### src/rtl/ternary_prefix_trigraph_codec_macros.svh
// ============================================================================
// ternary_prefix_trigraph_codec_macros.svh
// Assertion macros for the trigraph codec; empty when SYNTH is defined.
// ============================================================================
`ifndef TERNARY_PREFIX_TRIGRAPH_CODEC_MACROS_SVH
`define TERNARY_PREFIX_TRIGRAPH_CODEC_MACROS_SVH
`ifndef SYNTH
// a implies c in the same cycle
`define TPTC_ASSERT_IMPL(lbl, clk, rst_n, a, c) \
  lbl: assert property (@(posedge clk) disable iff (!rst_n) (a) |-> (c)) \
    else $error("assertion failed");
// a implies c in the next cycle, checked through reset as well
`define TPTC_ASSERT_NEXT(lbl, clk, a, c) \
  lbl: assert property (@(posedge clk) (a) |=> (c)) \
    else $error("assertion failed");
`else
`define TPTC_ASSERT_IMPL(lbl, clk, rst_n, a, c)
`define TPTC_ASSERT_NEXT(lbl, clk, a, c)
`endif
`endif

### src/rtl/tptc_pkg.sv
// ============================================================================
// tptc_pkg
// Types, constants and code table helpers shared by the trigraph codec.
// ============================================================================
`default_nettype none
package tptc_pkg;

  localparam int LETTER_W   = 5;
  localparam int OUT_CNT_W  = 16;
  localparam int CFG_IDX_W  = 3;
  localparam int CFG_DATA_W = 60;
  localparam int NUM_LETTERS = 26;
  localparam int MAX_CODE_DIGITS = 6;
  localparam int RUN_CODE_W = 13;

  // register indexes
  localparam logic [CFG_IDX_W-1:0] CFG_DIRECTION = 3'd0;
  localparam logic [CFG_IDX_W-1:0] CFG_KEY_LOW   = 3'd1;
  localparam logic [CFG_IDX_W-1:0] CFG_KEY_MID   = 3'd2;
  localparam logic [CFG_IDX_W-1:0] CFG_KEY_HIGH  = 3'd3;
  localparam logic [CFG_IDX_W-1:0] CFG_FILLER    = 3'd4;

  // prefix-free code per letter, written as decimal digit strings
  localparam int CODE_DEC [NUM_LETTERS] = '{
    13, 32112, 1112, 213, 31, 3213, 32113, 113,
    322, 321112, 11112, 212, 2111, 23, 22, 3212,
    11113, 323, 112, 12, 1113, 11111, 2112, 321111,
    2113, 321113
  };

  // number of digits in a letter's code
  function automatic int code_len(int l);
    int t;
    int n;
    t = CODE_DEC[l];
    n = 0;
    for (int i = 0; i < MAX_CODE_DIGITS; i++) begin
      if (t > 0) begin
        n = n + 1;
        t = t / 10;
      end
    end
    return n;
  endfunction

  // code digits packed two bits each, first digit in the low bits
  function automatic logic [2*MAX_CODE_DIGITS-1:0] code_digw(int l);
    int t;
    int n;
    logic [2*MAX_CODE_DIGITS-1:0] w;
    n = code_len(l);
    t = CODE_DEC[l];
    w = '0;
    for (int i = MAX_CODE_DIGITS - 1; i >= 0; i--) begin
      if (i < n) begin
        w[2*i +: 2] = 2'(t % 10);
        t = t / 10;
      end
    end
    return w;
  endfunction

  // parse value: leading one, then the digits in base four
  function automatic logic [RUN_CODE_W-1:0] code_val(int l);
    logic [RUN_CODE_W-1:0] v;
    logic [2*MAX_CODE_DIGITS-1:0] w;
    int n;
    n = code_len(l);
    w = code_digw(l);
    v = RUN_CODE_W'(1);
    for (int i = 0; i < MAX_CODE_DIGITS; i++) begin
      if (i < n) v = {v[RUN_CODE_W-3:0], w[2*i +: 2]};
    end
    return v;
  endfunction

  typedef struct packed {
    logic [LETTER_W-1:0]  letter;
    logic                 has_letter;
    logic                 token_legal;
    logic                 run_last;
    logic [OUT_CNT_W-1:0] token_count;
    logic [OUT_CNT_W-1:0] legal_count;
  } result_t;

  // all results of one letter beat
  typedef struct packed {
    result_t [2:0] slot;
    logic [1:0]    num;
  } bundle_t;

endpackage
`default_nettype wire

### src/rtl/tptc_back.sv
// ============================================================================
// tptc_back
// Hands out the results of the head bundle one beat at a time.
// ============================================================================
`default_nettype none
module tptc_back (
  input  wire logic          clk,
  input  wire logic          rst_n,
  input  tptc_pkg::bundle_t  head,
  input  wire logic          head_empty,
  output logic               head_pop,
  input  wire logic          take,
  output tptc_pkg::result_t  result
);
  import tptc_pkg::*;

  logic [1:0] idx_r;
  logic       last;

  assign result   = head.slot[idx_r];
  assign last     = (idx_r + 2'd1 == head.num);
  assign head_pop = take && !head_empty && last;

  // step through the slots
  always_ff @(posedge clk) begin
    if (!rst_n) begin
      idx_r <= 2'd0;
    end else if (take && !head_empty) begin
      idx_r <= last ? 2'd0 : idx_r + 2'd1;
    end
  end

endmodule
`default_nettype wire

### config.mk
export PLATFORM = sky130hd
export DESIGN_NAME = tptc_back
export DESIGN_NICKNAME = d
export VERILOG_FILES = /design/src/rtl/ternary_prefix_trigraph_codec_macros.svh /design/src/rtl/tptc_pkg.sv /design/src/rtl/tptc_back.sv
export SDC_FILE = /design/constraint.sdc
export NUM_CORES = 1
export LEC_CHECK = 0
export CELL_PAD_IN_SITES_DETAIL_PLACEMENT = 0
export CELL_PAD_IN_SITES_GLOBAL_PLACEMENT = 1
export CORE_AREA = 2 2 65 67
export CTS_BUF_LIST = sky130_fd_sc_hd__clkbuf_8
export DETAILED_ROUTE_END_ITERATION = 7
export DIE_AREA = 0 0 67 69
export DONT_BUFFER_PORTS = 1
export GPL_ROUTABILITY_DRIVEN = 0
export HOLD_SLACK_MARGIN = 0.05
export PLACE_DENSITY_LB_ADDON = 0.1
export SETUP_SLACK_MARGIN = 0.4
export SYNTH_ARGS = -nofsm -noshare
export SYNTH_HDL_FRONTEND = slang
export SYNTH_SLANG_ARGS = --single-unit
export TNS_END_PERCENT = 100
### constraint.sdc
create_clock -name clk -period 1.2 [get_ports clk]
set_input_delay 0.24 -clock clk [delete_from_list [all_inputs] [get_ports clk]]
set_output_delay 0.24 -clock clk [all_outputs]
set_load 0.01 [all_outputs]
==> impl_metrics.toml, run 1 <==
[global_routing]
grt_remaining_overflow = 0
antenna_found_initial = 0
gr-usage-all-layers = 0.130
first_global_vias = 1027
grt_start_max_net_pins = 43
wire_length_of_the_first_global_routing_pass_mm = 4.80

[synth]
syn_area_um2 = 968
netlist_instances = 149
mappedNetlistNets = 275
postSynthAreaPerCell_um2 = 6.50
synth.distinct_cells = 17
synth-seq-cells = 2
yosysSeqAreaShare = 0.0413
ys_warn_count = 0

[cts]
cts.clk_slew.worst_paths_ns = 0.02
cts_buffer_depth = 2
clock-sinks = 2
tritoncts = "built"
cts_buffers = 3
ctsHtreeMaxLevel = 1
clockRootBuffer = "clkbuf_8"
clk-insertion-delay-late_ns = 0.21

[hold_path]
min_delay_worst_endpoint = "idx_r[1]"
hp-start = "rst_n"
hold_depth = 1
worst_min_path_class = "input pin to register"

[placed_design]
dpl.hpwl_mm = 2.53
io_buffer_count = 0
detailedPlace.worstSlack_ns = -0.0707

[detailed_routing]
drt_first_iter_violations = 17
postRouteWirelength_mm = 3.37
detail-route-antenna-nets = 0
wl_per_cell_um = 17.2
viasPerCell = 5.55
drtPass1Iterations = 4
post-route-drc-count = 0
route.vias.total = 1088

[run]
max-cap-violations = 0

[outcome]
violations = "setup timing"
run_status = "finished with violations"

[power]
power_frac_clock = 0.325
static-leakage-power_nw = 0.356
power_report.internal_total_mw = 0.487
pwr-share-seq = 0.105
power.density_nw_per_um2 = 639
net-switching-power_mw = 0.305
peakVddDrop_mv = 0.535
combPwrFrac = 0.570
power_switching_share = 0.385

[setup_path]
timing.critical_path.fanout_max = 3
critPathCaptureType = "output port"
worst-endpoint-required_ns = 0.96
r2r_setup_slack_ns = -0.01
path_class = "register to output port"
critical_r2r_capture = "idx_r[1]"
worst-r2r-cell-count = 3
worstReg2RegStart = "idx_r[1]"
worst_setup_path_start_kind = "register"
cp.arrival_ns = 1.24

[final_layout]
utilization_after_layout = 0.317
largest_register_ff_count = 2
seq_area_um2 = 45.0
fillerInstances = 429
layout-area-overhead-vs-synth_pct = 28.0
antenna-diode-count = 0
layout.nets = 274
max_flop_register = "idx_r"
layout_top_registers = "idx_r: 2 flops"
drive_gt1_frac = 0.253
multi_input_comb_area_um2 = 946

[floorplan]
ioPinCount = 167
die_height_um = 69
initial_utilization = 0.247
die_area_um2 = 4620
core.rowCount = 23
core_area_um2 = 3910
die_w_um = 67

[timing]
unrepaired_setup_endpoints_after_global_routing = "yes"
fin_ws_ns = -0.282
total_of_endpoints_with_negative_setup_slack_in_the_final_report = 42
post_route_clock_period_utilization = 1.23
final-hold-violation-count = 0
timing_max_transition_violations_final = 0
maximum_clock_rate_mhz = 675
hold_ws_ns = 0.176
worst_slew_margin_rel = 0.662
tightest_slew_ns = 0.507
finalClockSkew_ns = 0.00223
post-route-min-period_ns = 1.48
[worst max-delay path by stage]
| stage | start | endpoint | slack (ns) | depth (start not counted) |
|---|---|---|---|---|
| after CTS | idx_r[1] | head_pop | -0.29 | 3 |
| after global routing | idx_r[1] | head_pop | -0.34 | 3 |
| after floorplan | idx_r[1] | head_pop | -0.13 | 4 |
| final | idx_r[1] | head_pop | -0.28 | 3 |
| after global placement | idx_r[1] | head_pop | -0.07 | 3 |
| after detailed placement | idx_r[1] | head_pop | -0.07 | 3 |
[Yosys cell counts]
library cell,count,area (um^2)
nand3b_1,1,7.51
and3_1,2,12.5
o221a_1,1,11.3
xor2_1,2,17.5
nor2b_1,2,12.5
nand2_1,41,154
dfxtp_1,2,40.0
o21ai_1,40,200
nand2b_1,1,6.26
buf_2,8,40.0
buf_4,4,30.0
mux2i_1,40,400
buf_6,1,11.3
clkbuf_1,1,3.75
or3b_1,1,8.76
a21oi_1,1,5.00
a21boi_1,1,7.51
[placed cells by master, fill, tap and decap left out]
master and count:
o21ai_2 13, nand2_2 1, mux2i_4 1, o21ai_1 27
buf_12 3, dfxtp_4 1, xor2_1 2, nand2b_1 1
and3_4 1, a21boi_2 1, nor2b_1 1, or3b_1 1
nand3b_1 1, buf_6 2, nor2b_4 1, mux2i_2 6
buf_4 1, a21oi_1 1, nand2_1 40, buf_16 2
and3_1 1, o221a_1 1, mux2i_1 33, clkbuf_8 3
dfxtp_2 1
[stage by stage]
stage | cell area [um^2] | std cells | total power [mW] | setup TNS (ns)
floorplan | 1060 | 149 | 0.445 | -0.126
global placement | 1060 | 190 | 0.477 | -0.250
detailed placement | 1060 | 190 | 0.478 | -0.605
CTS | 1180 | 195 | 0.784 | -9.67
global route | 1240 | 196 | 0.851 | -12.38
finish | 1240 | 196 | 0.792 | -9.44
[power groups by stage]
stage | clock (mW) | combinational, mW | sequential (mW)
after global routing | 0.277 | 0.489 | 0.0851
after global placement | 0 | 0.398 | 0.0782
final | 0.258 | 0.451 | 0.0833
after floorplan | 0 | 0.373 | 0.0724
after detailed placement | 0 | 0.400 | 0.0784
after CTS | 0.265 | 0.440 | 0.0787
[cell families after synthesis]
family	synth area share
simple gates	0.208
compound gates	0.231
mux	0.413
buf+inv	0.0879
xor+xnor	0.0181
flops	0.0413
[layer usage]
metal,GRT usage,up-vias,share of wire
met5,0,-,0
met2,0.262,82,0.55
met4,0.0136,0,0
li1,-,522,-
met3,0.0310,0,0.093
met1,0.132,484,0.35
[what timing repair did]
action	4_1_cts	5_1_grt
hold buffers	0	0
gates resized for setup	3	20
buffers inserted	0	0
cloned	2	1
pin swaps	0	1
endpoints found under the setup margin	43	43
[cell type report]
class | instances | share of cell area
multi-input combinational | 133 | 0.763
sequential | 2 | 0.0363
tap | 50 | 0.0505
timing repair buffer | 8 | 0.117
clock buffer | 3 | 0.0333
[critical path: stages, from the launching register on]
cell and delay [ns]:
dfxtp_2 0.32, xor2_1 0.15, or3b_1 0.38, a21boi_2 0.19
(Power assumes the default switching activity.)
==> inputs of run 2 (changes only) <==
--- a/config.mk
+++ b/config.mk
@@ -5,10 +5,11 @@
 export SDC_FILE = /design/constraint.sdc
 export NUM_CORES = 1
 export LEC_CHECK = 0
-export CELL_PAD_IN_SITES_DETAIL_PLACEMENT = 0
+export CELL_PAD_IN_SITES_DETAIL_PLACEMENT = 1
 export CELL_PAD_IN_SITES_GLOBAL_PLACEMENT = 1
 export CORE_AREA = 2 2 65 67
 export CTS_BUF_LIST = sky130_fd_sc_hd__clkbuf_8
+export CTS_CLUSTER_SIZE = 24
 export DETAILED_ROUTE_END_ITERATION = 7
 export DIE_AREA = 0 0 67 69
 export DONT_BUFFER_PORTS = 1
==> run 2 against run 1 <==
The run still ends with setup timing left. Die area is the same. Combinational power grew 4.9%. First-iteration DRC count shrank 35%. Critical path type unchanged. Highest routed layer is now met4.
==> impl_metrics.toml, run 2 (synthesized netlist as in run 1, its figures left out) <==
[outcome]
run_status = "finished with violations"
violations = "setup timing"

[floorplan]
die_height_um = 69
core.rowCount = 23
core_area_um2 = 3910
die_area_um2 = 4620
die_w_um = 67
ioPinCount = 167
initial_utilization = 0.247

[final_layout]
max_flop_register = "idx_r"
antenna-diode-count = 0
layout-area-overhead-vs-synth_pct = 37.5
drive_gt1_frac = 0.369
layout.nets = 277
fillerInstances = 473
layout.cells.most_common = "nand2_1"
largest_register_ff_count = 2
layout_top_registers = "idx_r: 2 flops"
stdcell_area_um2 = 1330
commonest_cells_after_routing_fill_and_taps_aside = "nand2_1 (36), mux2i_1 (34), o21ai_2 (22)"

[timing]
final-hold-violation-count = 0
post-route-min-period_ns = 1.51
timing_max_transition_violations_final = 0
total_of_endpoints_with_negative_setup_slack_in_the_final_report = 41
worst_slew_margin_rel = 0.755
final.setup.tns_ns = -8.93
tightest_slew_ns = 0.367
finalClockSkew_ns = 0.000934
fin_ws_ns = -0.307
post_route_clock_period_utilization = 1.26
unrepaired_setup_endpoints_after_global_routing = "yes"
maximum_clock_rate_mhz = 663

[detailed_routing]
post-route-drc-count = 0
detail-route-antenna-nets = 0
drt_first_iter_violations = 11
wl_per_cell_um = 19.0
route.vias.total = 1128
viasPerCell = 5.67
postRouteWirelength_mm = 3.77
drtPass1Iterations = 3

[setup_path]
critical_r2r_capture = "idx_r[1]"
path_class = "register to output port"
crit_start = "idx_r[1]"
endpoint = "head_pop"
critPathCaptureType = "output port"
worst_path_max_delay_cell = "or3b_4"
timing.critical_path.cells = "xor2_2 -> or3b_4 -> a21boi_4"
worst-endpoint-required_ns = 0.96
crit_path_max_incr_delay_ns = 0.39
cp.arrival_ns = 1.27
r2r_setup_slack_ns = 0.04
worstReg2RegStart = "idx_r[1]"
timing.critical_path.fanout_max = 3
worst-r2r-cell-count = 3
worst_setup_path_start_kind = "register"

[cts]
cts_hold_repair.buffers = 0
clk-insertion-delay-late_ns = 0.21
cts_buffers = 3
clockRootBuffer = "clkbuf_8"
cts.clk_slew.worst_paths_ns = 0.03
ctsHtreeMaxLevel = 1
clock-sinks = 2
tritoncts = "built"
cts_buffer_depth = 2

[power]
report.power.total_mw = 0.819
power.density_nw_per_um2 = 615
static-leakage-power_nw = 0.396
peakVddDrop_mv = 0.469

[placed_design]
io_buffer_count = 0
place_area_um2 = 1060
dpl.hpwl_mm = 2.78

[global_routing]
grt_remaining_overflow = 0
first_global_vias = 1091
grt_start_max_net_pins = 43
antenna_found_initial = 0
wire_length_of_the_first_global_routing_pass_mm = 5.06
gr-usage-all-layers = 0.137

[run]
max-cap-violations = 0

[hold_path]
worst_min_path_class = "input pin to register"
hold_depth = 1
-- run 2: cell types whose count changed in the layout (fill, tap and decap cells not counted), moves of 2 or more --
| cell | before | now |
|---|---|---|
| buf_8 | 0 | 2 |
| nand2_1 | 40 | 36 |
| nand2_2 | 1 | 4 |
| o21ai_1 | 27 | 17 |
| o21ai_2 | 13 | 22 |
-- run 2: how the worst min path moves through the flow --
stage | from | end
after floorplan | rst_n | idx_r[1]
after global placement | rst_n | idx_r[1]
after detailed placement | rst_n | idx_r[1]
after CTS | rst_n | idx_r[1]
after global routing | rst_n | idx_r[1]
final | rst_n | idx_r[1]
-- run 2: where the power goes --
group / switching (mW) / leakage, nW / total [mW] / internal, mW
combinational: 0.262 / 0.357 / 0.473 / 0.212
sequential: 0.0106 / 0.0178 / 0.0792 / 0.0686
clock: 0.0543 / 0.0216 / 0.267 / 0.212
total: 0.326 / 0.396 / 0.819 / 0.492
-- run 2: worst max-delay path, delay by kind of cell, from the launching register on --
kind | cells | cell delay, ns
and+or+nand+nor | 1 | 0.39
AOI/OAI and AO/OA | 1 | 0.16
xor gates and xnor gates | 1 | 0.15
DFF | 1 | 0.35
-- run 2: cell type report --
class,count,area (um^2),area share
repair buffers,11,160,0.120
well taps,50,62.6,0.0470
flip-flops and latches,2,47.5,0.0357
multi-input cells,133,1020,0.766
clock buffers,3,41.3,0.0310
-- run 2: through the flow --
step                      cells   util  worst slack [ns]  hold slack [ns]
final                       199  0.340            -0.307            0.172
after CTS                   194  0.292            -0.303            0.173
after global routing        199  0.340            -0.343            0.179
after floorplan             149      -            -0.126            0.382
after detailed placement    190  0.271           -0.0735            0.396
after global placement      190  0.271           -0.0652            0.392
-- run 2: routing by layer --
| layer | up-vias | routed length (um) | GRT usage |
|---|---|---|---|
| met5 | - | 0 | 0 |
| met2 | 84 | 2130 | 0.274 |
| met1 | 511 | 1240 | 0.135 |
| met3 | 2 | 385 | 0.0294 |
| li1 | 531 | - | - |
| met4 | 0 | 16 | 0.0340 |
-- run 2: what timing repair did --
item | CTS | global route
cloned | 1 | 2
buffers inserted | 0 | 3
pin swaps | 1 | 5
setup endpoints to repair | 43 | 43
resized for setup | 5 | 41
