## src/rtl/ternary_prefix_trigraph_codec_macros.svh

```systemverilog
// ============================================================================
// ternary_prefix_trigraph_codec_macros.svh
// Assertion macros for the trigraph codec; empty when SYNTH is defined.
// ============================================================================
`ifndef TERNARY_PREFIX_TRIGRAPH_CODEC_MACROS_SVH
`define TERNARY_PREFIX_TRIGRAPH_CODEC_MACROS_SVH
`ifndef SYNTH
// a implies c in the same cycle
`define TPTC_ASSERT_IMPL(lbl, clk, rst_n, a, c) \
  lbl: assert property (@(posedge clk) disable iff (!rst_n) (a) |-> (c)) \
    else $error("assertion failed");
// a implies c in the next cycle, checked through reset as well
`define TPTC_ASSERT_NEXT(lbl, clk, a, c) \
  lbl: assert property (@(posedge clk) (a) |=> (c)) \
    else $error("assertion failed");
`else
`define TPTC_ASSERT_IMPL(lbl, clk, rst_n, a, c)
`define TPTC_ASSERT_NEXT(lbl, clk, a, c)
`endif
`endif

```

## src/rtl/tptc_pkg.sv

```systemverilog
// ============================================================================
// tptc_pkg
// Types, constants and code table helpers shared by the trigraph codec.
// ============================================================================
`default_nettype none
package tptc_pkg;

  localparam int LETTER_W   = 5;
  localparam int OUT_CNT_W  = 16;
  localparam int CFG_IDX_W  = 3;
  localparam int CFG_DATA_W = 60;
  localparam int NUM_LETTERS = 26;
  localparam int MAX_CODE_DIGITS = 6;
  localparam int RUN_CODE_W = 13;

  // register indexes
  localparam logic [CFG_IDX_W-1:0] CFG_DIRECTION = 3'd0;
  localparam logic [CFG_IDX_W-1:0] CFG_KEY_LOW   = 3'd1;
  localparam logic [CFG_IDX_W-1:0] CFG_KEY_MID   = 3'd2;
  localparam logic [CFG_IDX_W-1:0] CFG_KEY_HIGH  = 3'd3;
  localparam logic [CFG_IDX_W-1:0] CFG_FILLER    = 3'd4;

  // prefix-free code per letter, written as decimal digit strings
  localparam int CODE_DEC [NUM_LETTERS] = '{
    13, 32112, 1112, 213, 31, 3213, 32113, 113,
    322, 321112, 11112, 212, 2111, 23, 22, 3212,
    11113, 323, 112, 12, 1113, 11111, 2112, 321111,
    2113, 321113
  };

  // number of digits in a letter's code
  function automatic int code_len(int l);
    int t;
    int n;
    t = CODE_DEC[l];
    n = 0;
    for (int i = 0; i < MAX_CODE_DIGITS; i++) begin
      if (t > 0) begin
        n = n + 1;
        t = t / 10;
      end
    end
    return n;
  endfunction

  // code digits packed two bits each, first digit in the low bits
  function automatic logic [2*MAX_CODE_DIGITS-1:0] code_digw(int l);
    int t;
    int n;
    logic [2*MAX_CODE_DIGITS-1:0] w;
    n = code_len(l);
    t = CODE_DEC[l];
    w = '0;
    for (int i = MAX_CODE_DIGITS - 1; i >= 0; i--) begin
      if (i < n) begin
        w[2*i +: 2] = 2'(t % 10);
        t = t / 10;
      end
    end
    return w;
  endfunction

  // parse value: leading one, then the digits in base four
  function automatic logic [RUN_CODE_W-1:0] code_val(int l);
    logic [RUN_CODE_W-1:0] v;
    logic [2*MAX_CODE_DIGITS-1:0] w;
    int n;
    n = code_len(l);
    w = code_digw(l);
    v = RUN_CODE_W'(1);
    for (int i = 0; i < MAX_CODE_DIGITS; i++) begin
      if (i < n) v = {v[RUN_CODE_W-3:0], w[2*i +: 2]};
    end
    return v;
  endfunction

  typedef struct packed {
    logic [LETTER_W-1:0]  letter;
    logic                 has_letter;
    logic                 token_legal;
    logic                 run_last;
    logic [OUT_CNT_W-1:0] token_count;
    logic [OUT_CNT_W-1:0] legal_count;
  } result_t;

  // all results of one letter beat
  typedef struct packed {
    result_t [2:0] slot;
    logic [1:0]    num;
  } bundle_t;

endpackage
`default_nettype wire

```

## src/rtl/tptc_queue.sv

```systemverilog
// ============================================================================
// tptc_queue
// Two-entry bundle queue between the front and back parts.
// ============================================================================
`default_nettype none
module tptc_queue (
  input  wire logic      clk,
  input  wire logic      rst_n,
  input  wire logic      push,
  input  tptc_pkg::bundle_t wr_data,
  output logic           full,
  input  wire logic      pop,
  output tptc_pkg::bundle_t rd_data,
  output logic           empty
);
  import tptc_pkg::*;

  bundle_t    mem_r [2];
  logic       wr_ptr_r, rd_ptr_r;
  logic [1:0] cnt_r;
  logic       do_push, do_pop;

  assign full    = (cnt_r == 2'd2);
  assign empty   = (cnt_r == 2'd0);
  assign do_push = push && !full;
  assign do_pop  = pop && !empty;
  assign rd_data = mem_r[rd_ptr_r];

  // store entries
  always_ff @(posedge clk) begin
    if (do_push) mem_r[wr_ptr_r] <= wr_data;
  end

  // advance pointers
  always_ff @(posedge clk) begin
    if (!rst_n) begin
      wr_ptr_r <= 1'b0;
      rd_ptr_r <= 1'b0;
      cnt_r    <= 2'd0;
    end else begin
      if (do_push) wr_ptr_r <= ~wr_ptr_r;
      if (do_pop)  rd_ptr_r <= ~rd_ptr_r;
      cnt_r <= cnt_r + {1'b0, do_push} - {1'b0, do_pop};
    end
  end

endmodule
`default_nettype wire

```

## config.mk

```make
export PLATFORM = sky130hd
export DESIGN_NAME = tptc_queue
export DESIGN_NICKNAME = d
export VERILOG_FILES = /design/src/rtl/ternary_prefix_trigraph_codec_macros.svh /design/src/rtl/tptc_pkg.sv /design/src/rtl/tptc_queue.sv
export SDC_FILE = /design/constraint.sdc
export NUM_CORES = 1
export LEC_CHECK = 0
export BUFFER_PORTS_ARGS = -buffer_cell sky130_fd_sc_hd__buf_2
export CAP_MARGIN = 20
export CELL_PAD_IN_SITES_DETAIL_PLACEMENT = 0
export CELL_PAD_IN_SITES_GLOBAL_PLACEMENT = 1
export CORE_ASPECT_RATIO = 2
export CORE_MARGIN = 3
export CORE_UTILIZATION = 48
export DETAILED_ROUTE_END_ITERATION = 10
export PLACE_DENSITY_LB_ADDON = 0.12
export SETUP_SLACK_MARGIN = 0.4
export SYNTH_ARGS = -nofsm -noshare
export SYNTH_HDL_FRONTEND = slang
export SYNTH_SLANG_ARGS = --single-unit
```

## constraint.sdc

```tcl
create_clock -name clk -period 13.72 [get_ports clk]
set_clock_uncertainty 0.15 [all_clocks]
set_input_delay 2.744 -clock clk [delete_from_list [all_inputs] [get_ports clk]]
set_output_delay 2.744 -clock clk [all_outputs]
set_load 0.005 [all_outputs]
```

==> results.json, run 1 <==
{
  "clkTransAtPathRegs_ns": 0.07,
  "timing_max_transition_violations_final": 0,
  "via_count": 4604,
  "grt_pass1_wl_microns": 28200,
  "cts_num_sinks": 249,
  "clock_latency_ns": 0.50,
  "layout_min_cycle_time_ns": 6.16,
  "floorplan.die.height_microns": 204,
  "tritoncts": "built",
  "synth_seq_area_share_pct": 79.3,
  "static-leakage-power_nw": 4.47,
  "power_density_nw_per_um2": 187,
  "final_layout_fill_cell_count": 1498,
  "cts_inserted_buffers": 22,
  "drt-initial-drc-count": 200,
  "cts_resized": 0,
  "die_w_microns": 105,
  "clk_path_buf_depth": 3,
  "overflow": 0,
  "number_of_global_route_vias_before_repair": 5189,
  "dieArea_sq_um": 21300,
  "grt_antenna_before_repair": 7,
  "wirelength_microns": 18600,
  "worstMarginPinSlew_ns": 1.00,
  "finalWeightedCongestion": 0.786,
  "timing.slew.headroom_pct": 33.2,
  "synth.top_cell.area_share_pct": 78.2,
  "seq_power_share_pct": 47.6,
  "power.ir.vdd_worst_mv": 0.128,
  "hold_violations": 0,
  "ioPinCount": 250,
  "placement.io_buffers": 249,
  "regArea_sq_um": 7430,
  "power_switching_mw": 0.557,
  "syn-instance-count": 407,
  "multi_input_area_sq_um": 1810,
  "floorplan.initialDensity_pct": 49.3,
  "outcome": "completed",
  "critical_path.max_fanout": 51,
  "rsz_0062_raised_after_global_routing": "false",
  "holdBufCountCts": 0,
  "fraction_of_power_consumed_by_the_clock_network_pct": 27.2,
  "timing.setup.critical_path_class": "reg -> out",
  "yosysUniqueCellTypes": 19,
  "yosys_warnings": 0,
  "yosys_register_bits": 249,
  "power_frac_comb_pct": 25.2,
  "core_area_sq_um": 19000,
  "detailedRoute.firstPassIterationCount": 4,
  "final-setup-viol-count": 0,
  "final_layout_size_suffix_gt1_share_pct": 59.8,
  "setup_fix_bufs_post_cts": 0,
  "achievable-frequency_mhz": 162,
  "yosys.area.top_type": "edfxtp_1",
  "placement_rows": 71,
  "htree_levels": 1,
  "fin_tns_setup_ns": 0,
  "layout.cells.most_common_list": "buf_2 (249), edfxtp_1 (244), mux2_4 (80)",
  "wire_per_inst_microns": 19.7,
  "syn_area_sq_um": 9370,
  "start_point_of_the_worst_hold_path": "rd_ptr_r",
  "hold_path_class": "reg -> reg",
  "post-route-drc-count": 0,
  "nets": 799,
  "power.internal_mw": 1.60,
  "grt_start_max_net_pins": 71,
  "via_per_inst": 4.87,
  "grt_use_total_pct": 17.1,
  "critical_path_arrival_ns": 3.26,
  "regToRegStartpoint": "cnt_r[0]",
  "detail-route-antenna-nets": 0,
  "detailedPlacementHpwl_microns": 13100,
  "timing.final.crit_share_pct": 44.9,
  "hold_ws_ns": 0.369,
  "mostFrequentLayoutCell": "buf_2",
  "cp.required_ns": 10.83,
  "timing.max_cap.violations": 0,
  "swShare_pct": 25.8,
  "critical_path.endpoint_type": "primary output",
  "flow.area_growth_from_synthesis_pct": 23.3,
  "synth_fp_nets": 535,
  "post_synth_main_area_contributors": "edfxtp_1 (78%), mux2_4 (13%), mux2_2 (5.0%), buf_6 (1.1%), dfxtp_1 (1.1%)",
  "clockRootBuffer": "clkbuf_16",
  "start_kind": "register",
  "synthesis.area_per_instance_sq_um": 23.0
}
==> per-stage QoR <==
stage	area [sq um]	util [%]	power, mW	instances	worst slack [ns]
after CTS	11500	60.7	2.20	942	7.51
final	11600	60.8	2.16	945	7.56
after detailed placement	10900	57.1	1.61	902	8.05
after global routing	11600	60.8	2.26	945	7.37
after global placement	10900	57.1	1.59	902	8.09
after floorplan	9370	-	1.41	407	5.06
==> Yosys cell counts (all sizes together) <==
| cell type | instances |
|---|---|
| xor2 | 1 |
| o21a | 1 |
| edfxtp | 244 |
| and2 | 2 |
| mux2 | 122 |
| nor3 | 1 |
| inv | 3 |
| nand2 | 2 |
| nor2 | 5 |
| and3 | 1 |
| buf | 14 |
| dfxtp | 5 |
| ha | 2 |
| nand2b | 2 |
| mux2i | 1 |
| xnor2 | 1 |
==> final cells by class <==
cell class,count,area share [%]
Clock buffer,25,5.05
Clock inverter,15,0.931
Sequential cell,249,64.3
Timing Repair Buffer,254,11.1
Antenna cell,3,0.0650
Tap cell,255,2.76
Inverter,3,0.0975
Multi-Input combinational cell,141,15.7
==> power groups by stage <==
stage | clock network, mW | registers (mW) | logic [mW]
after floorplan | 0 | 1.04 | 0.373
final | 0.588 | 1.03 | 0.544
after detailed placement | 0 | 1.05 | 0.557
after global routing | 0.633 | 1.04 | 0.588
after CTS | 0.606 | 1.03 | 0.559
after global placement | 0 | 1.04 | 0.550
==> registers in the layout (all words and copies together) (netlist names), named ones only <==
register / count
cnt_r: 2
mem_r: 244
rd_ptr_r: 1
wr_ptr_r: 1
==> critical path, cell delays in order (launching register included) <==
cell and delay, ns:
dfxtp_4 0.70, buf_4 0.69, buf_4 0.75, mux2_2 0.42, buf_2 0.13
==> final timing paths <==
kind                                      end  slack [ns]  cells after the start
worst max-delay path             rd_data[121]        7.56                      4
worst min-delay path                 rd_ptr_r        0.37                      2
worst max register to register  mem_r[0][105]       10.50                      5
worst min register to register       rd_ptr_r        0.37                      2
==> cell families (layout without fill, tap and decap cells) <==
logic type | Yosys count | in the layout | synth area share, %
AND/OR/NAND/NOR | 13 | 13 | 0.668
AO/OA/AOI/OAI | 1 | 1 | 0.0801
flip-flops | 249 | 249 | 79.3
multiplexers | 123 | 123 | 18.0
adder cells (fa/ha/maj) | 2 | 2 | 0.267
XOR/XNOR | 2 | 2 | 0.187
other | 0 | 3 | 0
buffers and inverters | 17 | 297 | 1.58
==> per-layer routing <==
metal | wire [microns] | GRT usage [%] | vias up
li1 | - | - | 2136
met1 | 6290 | 17.6 | 2236
met2 | 10400 | 32.5 | 181
met3 | 1230 | 4.18 | 43
met4 | 653 | 7.27 | 8
met5 | 48 | 0 | -
Note: power is estimated with default switching activity, not from simulation.
==> run 2: changes to the inputs <==
--- a/config.mk
+++ b/config.mk
@@ -5,13 +5,14 @@
 export SDC_FILE = /design/constraint.sdc
 export NUM_CORES = 1
 export LEC_CHECK = 0
+export ABC_AREA = 1
 export BUFFER_PORTS_ARGS = -buffer_cell sky130_fd_sc_hd__buf_2
 export CAP_MARGIN = 20
 export CELL_PAD_IN_SITES_DETAIL_PLACEMENT = 0
 export CELL_PAD_IN_SITES_GLOBAL_PLACEMENT = 1
 export CORE_ASPECT_RATIO = 2
 export CORE_MARGIN = 3
-export CORE_UTILIZATION = 48
+export CORE_UTILIZATION = 40
 export DETAILED_ROUTE_END_ITERATION = 10
 export PLACE_DENSITY_LB_ADDON = 0.12
 export SETUP_SLACK_MARGIN = 0.4
==> constraint.sdc (replaced) <==
create_clock -name clk -period 5.6 [get_ports clk]
set_clock_uncertainty 0.15 [all_clocks]
set_input_delay 1.12 -clock clk [delete_from_list [all_inputs] [get_ports clk]]
set_output_delay 1.12 -clock clk [all_outputs]
set_load 0.005 [all_outputs]
==> run 2 against run 1 <==
Cell count increased by 3.9%; clock power rose to 2.5 times the previous value; global-route usage fell by 2.7 points; sequential power rose by 140%; critical path depth decreased by 1; non-clock buffer count increased by 1; via count increased by 2.2%; power is 140% higher; combinational power grew 110%; largest cell class unchanged.
==> results.json, run 2 <==
{
  "hold_violations": 0,
  "start_kind": "register",
  "pre_cts_ws_ns": 2.36,
  "timing.slew.headroom_pct": 34.9,
  "synth-main-ff-cell": "edfxtp_1",
  "syn_area_sq_um": 9390,
  "yosys.area.top_type": "edfxtp_1",
  "clockRootBuffer": "clkbuf_16",
  "critical_path.endpoint_type": "primary output",
  "detailedPlacementHpwl_microns": 13200,
  "detail-route-antenna-nets": 0,
  "synth_seq_area_share_pct": 79.1,
  "cts_inserted_buffers": 22,
  "critical_path.max_fanout": 45,
  "timing.final.crit_share_pct": 66.0,
  "yosys_register_bits": 249,
  "number_of_global_route_vias_before_repair": 5110,
  "regToRegStartpoint": "cnt_r[0]",
  "r2r_cells": 5,
  "setup_fix_bufs_post_cts": 0,
  "post_synth_main_area_contributors": "edfxtp_1 (78%), mux2_4 (13%), mux2_2 (5.0%), buf_6 (1.1%), dfxtp_1 (1.1%)",
  "fraction_of_met1_tracks_used_by_global_routing_pct": 14.4,
  "synth.top_cell.area_share_pct": 78.1,
  "cts_num_sinks": 249,
  "hold_ws_ns": 0.355,
  "post-route-drc-count": 0,
  "power_density_nw_per_um2": 439,
  "tritoncts": "built",
  "core_area_sq_um": 22800,
  "yosys.cell_count.top_type": "edfxtp_1",
  "ioPinCount": 250,
  "rsz_0062_raised_after_global_routing": "false",
  "core_utilization_of_the_finished_layout_pct": 50.9,
  "grt_pass1_wl_microns": 28100,
  "most_flops_register": "mem_r",
  "power.ir.vdd_worst_mv": 0.291,
  "cts_resized": 0,
  "via_per_inst": 4.79,
  "whs_path_depth": 2,
  "finalPower_mw": 5.10,
  "outcome": "completed",
  "critical_path_arrival_ns": 2.42,
  "yosys_warnings": 0,
  "worst_hold_path.endpoint": "rd_ptr_r",
  "placement_rows": 78,
  "via_count": 4703,
  "grt_antenna_before_repair": 4,
  "htree_levels": 1,
  "timing_max_transition_violations_final": 0,
  "clk_path_buf_depth": 3,
  "mostFrequentLayoutCell": "buf_2",
  "layout_min_cycle_time_ns": 3.69,
  "flow.area_growth_from_synthesis_pct": 23.8,
  "final_layout_size_suffix_gt1_share_pct": 58.5,
  "timing.setup.critical_path_class": "reg -> out",
  "biggestRegsByFlops": "mem_r: 244 flops, cnt_r: 2 flops",
  "layout.cells.most_common_list": "buf_2 (249), edfxtp_1 (244), mux2_4 (80)",
  "start_point_of_the_worst_hold_path": "rd_ptr_r",
  "wire_per_inst_microns": 19.5,
  "busiest_layer": "met2",
  "final-setup-viol-count": 0,
  "synth_fp_nets": 546,
  "synthesis.area_per_instance_sq_um": 22.5,
  "worstMarginPinSlew_ns": 0.977,
  "overflow": 0,
  "gr_met2_demand_resource_pct": 27.4,
  "globalRouteMet3Util_pct": 3.82,
  "grt_start_max_net_pins": 72,
  "synth.top_cells.by_count": "edfxtp_1 (244), mux2_4 (80), mux2_2 (42)",
  "finalWeightedCongestion": 0.765,
  "syn-instance-count": 418,
  "timing.reg2reg.setup_slack_ns": 3.20,
  "fin_tns_setup_ns": 0,
  "cp.required_ns": 4.33,
  "synth_async_sr_flop_share_pct": 0,
  "static-leakage-power_nw": 4.51,
  "wirelength_microns": 19100,
  "grt_use_total_pct": 14.4,
  "nets": 811,
  "clkTransAtPathRegs_ns": 0.06,
  "die_w_microns": 114,
  "detailedRoute.firstPassIterationCount": 5,
  "setup_ws_ns": 1.91,
  "achievable-frequency_mhz": 271,
  "synth_edf_count": 244,
  "hold_path_class": "reg -> reg",
  "timing.max_cap.violations": 0,
  "worst_r2r_endpoint": "mem_r[1][54]",
  "dieArea_sq_um": 25400,
  "floorplan.initialDensity_pct": 41.1,
  "clock_latency_ns": 0.50,
  "holdBufCountCts": 0,
  "placement.io_buffers": 249,
  "yosysUniqueCellTypes": 13,
  "drt-initial-drc-count": 187,
  "largest_register_ffs": 244,
  "final_layout_fill_cell_count": 1966,
  "floorplan.die.height_microns": 223
}
-- run 2: cell types whose count changed after synthesis, sizes merged, moves of 2 or more --
cell,change
nand2,+7
inv,+6
nand3,+3
nor2,+3
a21oi,+2
and2,-2
nand2b,-2
-- run 2: report_power, final --
| part | leakage, nW | internal, mW | total [mW] | switching [mW] |
|---|---|---|---|---|
| clock | 0.335 | 0.841 | 1.47 | 0.625 |
| combinational | 1.85 | 0.618 | 1.15 | 0.530 |
| sequential | 2.32 | 2.37 | 2.48 | 0.115 |
| total | 4.51 | 3.83 | 5.10 | 1.27 |
-- run 2: cell families after synthesis --
kind of cell | Yosys count | synth area share (%)
simple gates | 20 | 0.840
fa+ha+maj | 2 | 0.267
mux | 122 | 17.8
compound gates | 2 | 0.107
flops | 249 | 79.1
buf+inv | 23 | 1.81
-- run 2: stage by stage --
stage | cells | area [sq um]
after global routing | 982 | 11600
after floorplan | 418 | 9390
after global placement | 939 | 10900
after detailed placement | 939 | 10900
final | 982 | 11600
after CTS | 978 | 11600
-- run 2: how the worst max path moves through the flow --
stage	startpoint	to	slack, ns	depth (start not counted)
4_1_cts	register	rd_data[39]	1.81	3
3_3_place_gp	register	rd_data[31]	2.38	3
5_1_grt	register	rd_data[38]	1.74	3
6_report	register	rd_data[39]	1.91	3
2_1_floorplan	push	mem_r[0][0]	0.65	2
3_5_place_dp	register	rd_data[39]	2.36	3
-- run 2: area by class of cell --
class / instances / area (sq um) / share of cell area, %
antenna: 4 / 10.0 / 0.0861
clock buffer: 28 / 594 / 5.11
clock inverter: 11 / 100 / 0.861
inverter: 9 / 36.3 / 0.312
multi-input combinational: 146 / 1800 / 15.5
sequential: 249 / 7430 / 63.9
tap: 280 / 350 / 3.01
timing repair buffer: 255 / 1300 / 11.2
-- run 2: worst max-delay path, cell delays in order (launching register included) --
cell and delay, ns:
dfxtp_4 0.86, buf_4 0.51, mux2_2 0.39, buf_2 0.13
-- run 2: routing by layer --
| layer | up-vias | part of all wire, % |
|---|---|---|
| met5 | - | 0 |
| met4 | 0 | 3.2 |
| met3 | 33 | 7.2 |
| met2 | 163 | 56 |
| met1 | 2336 | 33 |
| li1 | 2171 | - |
==> run 3: changes to the inputs <==
--- a/config.mk
+++ b/config.mk
@@ -5,14 +5,14 @@
 export SDC_FILE = /design/constraint.sdc
 export NUM_CORES = 1
 export LEC_CHECK = 0
-export ABC_AREA = 1
+export ABC_AREA = 0
 export BUFFER_PORTS_ARGS = -buffer_cell sky130_fd_sc_hd__buf_2
 export CAP_MARGIN = 20
 export CELL_PAD_IN_SITES_DETAIL_PLACEMENT = 0
 export CELL_PAD_IN_SITES_GLOBAL_PLACEMENT = 1
 export CORE_ASPECT_RATIO = 2
 export CORE_MARGIN = 3
-export CORE_UTILIZATION = 40
+export CORE_UTILIZATION = 44
 export DETAILED_ROUTE_END_ITERATION = 10
 export PLACE_DENSITY_LB_ADDON = 0.12
 export SETUP_SLACK_MARGIN = 0.4
==> constraint.sdc (replaced) <==
create_clock -name clk -period 3.55 [get_ports clk]
set_clock_uncertainty 0.15 [all_clocks]
set_input_delay 0.71 -clock clk [delete_from_list [all_inputs] [get_ports clk]]
set_output_delay 0.71 -clock clk [all_outputs]
set_load 0.005 [all_outputs]
==> run 3 against run 2 <==
Via count shrank 1.3%; first-iteration DRC count shrank 26%; sequential share of layout area fell by 0.49 points; core utilization rose by 5.8 points; power increased by 69%; flip-flop and latch count did not move; die area decreased by 8.9%; count of clock-buffer cells in the layout increased by 1; clock power rose by 68%; largest cell class unchanged.
==> results.json, run 3 (synthesized netlist as in run 1, its figures left out) <==
{
  "largest_register_ffs": 244,
  "grt_use_total_pct": 15.4,
  "detailedRoute.firstPassIterationCount": 4,
  "floorplan.initialDensity_pct": 45.4,
  "post-route-drc-count": 0,
  "cts_inserted_buffers": 22,
  "final_layout_fill_cell_count": 1665,
  "whs_path_depth": 1,
  "nets": 802,
  "grt_start_max_net_pins": 88,
  "fin_tns_setup_ns": 0,
  "clockRootBuffer": "clkbuf_16",
  "wirelength_microns": 18400,
  "outcome": "completed",
  "ioPinCount": 250,
  "via_count": 4643,
  "start_kind": "register",
  "most_flops_register": "mem_r",
  "detail-route-antenna-nets": 0,
  "timing_max_transition_violations_final": 0,
  "critical_path.max_fanout": 41,
  "clkTransAtPathRegs_ns": 0.07,
  "critical_path_arrival_ns": 2.13,
  "mostFrequentLayoutCell": "buf_2",
  "static-leakage-power_nw": 4.54,
  "detailedPlacementHpwl_microns": 12900,
  "clk_path_buf_depth": 3,
  "cts_num_sinks": 249,
  "drt-initial-drc-count": 139,
  "htree_levels": 1,
  "worst_r2r_endpoint": "mem_r[1][59]",
  "timing.final.crit_share_pct": 84.3,
  "layout.cells.most_common_list": "buf_2 (249), edfxtp_1 (244), mux2_4 (80)",
  "placement_rows": 74,
  "timing.max_cap.violations": 0,
  "flow.area_growth_from_synthesis_pct": 25.0,
  "clock_latency_ns": 0.49,
  "finalWeightedCongestion": 0.715,
  "overflow": 0,
  "dieArea_sq_um": 23200,
  "r2r_cells": 3,
  "rsz_0062_raised_after_global_routing": "false",
  "timing.setup.critical_path_class": "reg -> out",
  "worst_hold_path.endpoint": "mem_r[0][19]",
  "holdBufCountCts": 0,
  "power.ir.vdd_worst_mv": 0.511,
  "critical_path.endpoint_type": "primary output",
  "final-setup-viol-count": 0,
  "final_layout_size_suffix_gt1_share_pct": 60.4,
  "hold_ws_ns": 0.246,
  "wire_per_inst_microns": 19.2,
  "achievable-frequency_mhz": 334,
  "cts_resized": 0,
  "hold_violations": 0,
  "hold_path_class": "in -> reg",
  "timing.slew.headroom_pct": 59.7,
  "floorplan.die.height_microns": 212,
  "regToRegStartpoint": "cnt_r[0]",
  "cp.required_ns": 2.69,
  "grt_antenna_before_repair": 5,
  "biggestRegsByFlops": "mem_r: 244 flops, cnt_r: 2 flops",
  "grt_pass1_wl_microns": 26900,
  "timing.reg2reg.setup_slack_ns": 1.40,
  "worstMarginPinSlew_ns": 0.604,
  "tritoncts": "built",
  "number_of_global_route_vias_before_repair": 4986,
  "core_area_sq_um": 20600,
  "layout_min_cycle_time_ns": 2.99,
  "start_point_of_the_worst_hold_path": "wr_data[19]",
  "die_w_microns": 109,
  "power_density_nw_per_um2": 734,
  "placement.io_buffers": 249,
  "via_per_inst": 4.85,
  "setup_fix_bufs_post_cts": 0
}
## run 3: worst max path at each step
| stage | to | slack (ns) | cells past startpoint |
|---|---|---|---|
| floorplan | mem_r[0][0] | 0.41 | 2 |
| global route | rd_data[43] | 0.45 | 3 |
| CTS | rd_data[43] | 0.51 | 3 |
| detailed placement | rd_data[43] | 1.05 | 3 |
| finish | rd_data[43] | 0.56 | 3 |
| global placement | rd_data[43] | 1.07 | 3 |
## run 3: per-stage QoR
step,utilization [%],worst slack [ns],power [mW],instances,instance area (sq um)
CTS,56.7,0.513,8.77,955,11700
detailed placement,53.0,1.05,6.26,916,10900
floorplan,-,0.408,5.40,407,9390
finish,56.7,0.557,8.60,957,11700
global route,56.7,0.454,9.03,957,11700
global placement,53.0,1.07,6.21,916,10900
## run 3: cell type report
cell class / count / area (sq um) / share of cell area (%)
Sequential cell: 249 / 7430 / 63.5
Multi-Input combinational cell: 141 / 1820 / 15.5
Timing Repair Buffer: 257 / 1360 / 11.6
Clock buffer: 29 / 598 / 5.11
Tap cell: 266 / 333 / 2.84
Clock inverter: 10 / 160 / 1.37
Inverter: 3 / 11.3 / 0.0962
Antenna cell: 2 / 5.00 / 0.0427
## run 3: critical path: stages, from the launching register on
cell and delay, ns:
dfxtp_4 0.74, buf_12 0.36, mux2_4 0.34, buf_2 0.13
## run 3: report_power, final
group / total [mW] / switching (mW) / internal [mW]
clock: 2.47 / 0.985 / 1.49
combinational: 2.16 / 0.968 / 1.19
sequential: 3.98 / 0.187 / 3.79
total: 8.60 / 2.14 / 6.46
## run 3: metal layers
layer | GRT usage (%) | up-vias | routed length, microns
li1 | - | 2142 | -
met1 | 15.6 | 2281 | 5990
met2 | 29.1 | 169 | 10400
met3 | 3.98 | 45 | 1340
met4 | 6.24 | 6 | 618
met5 | 0 | - | 30
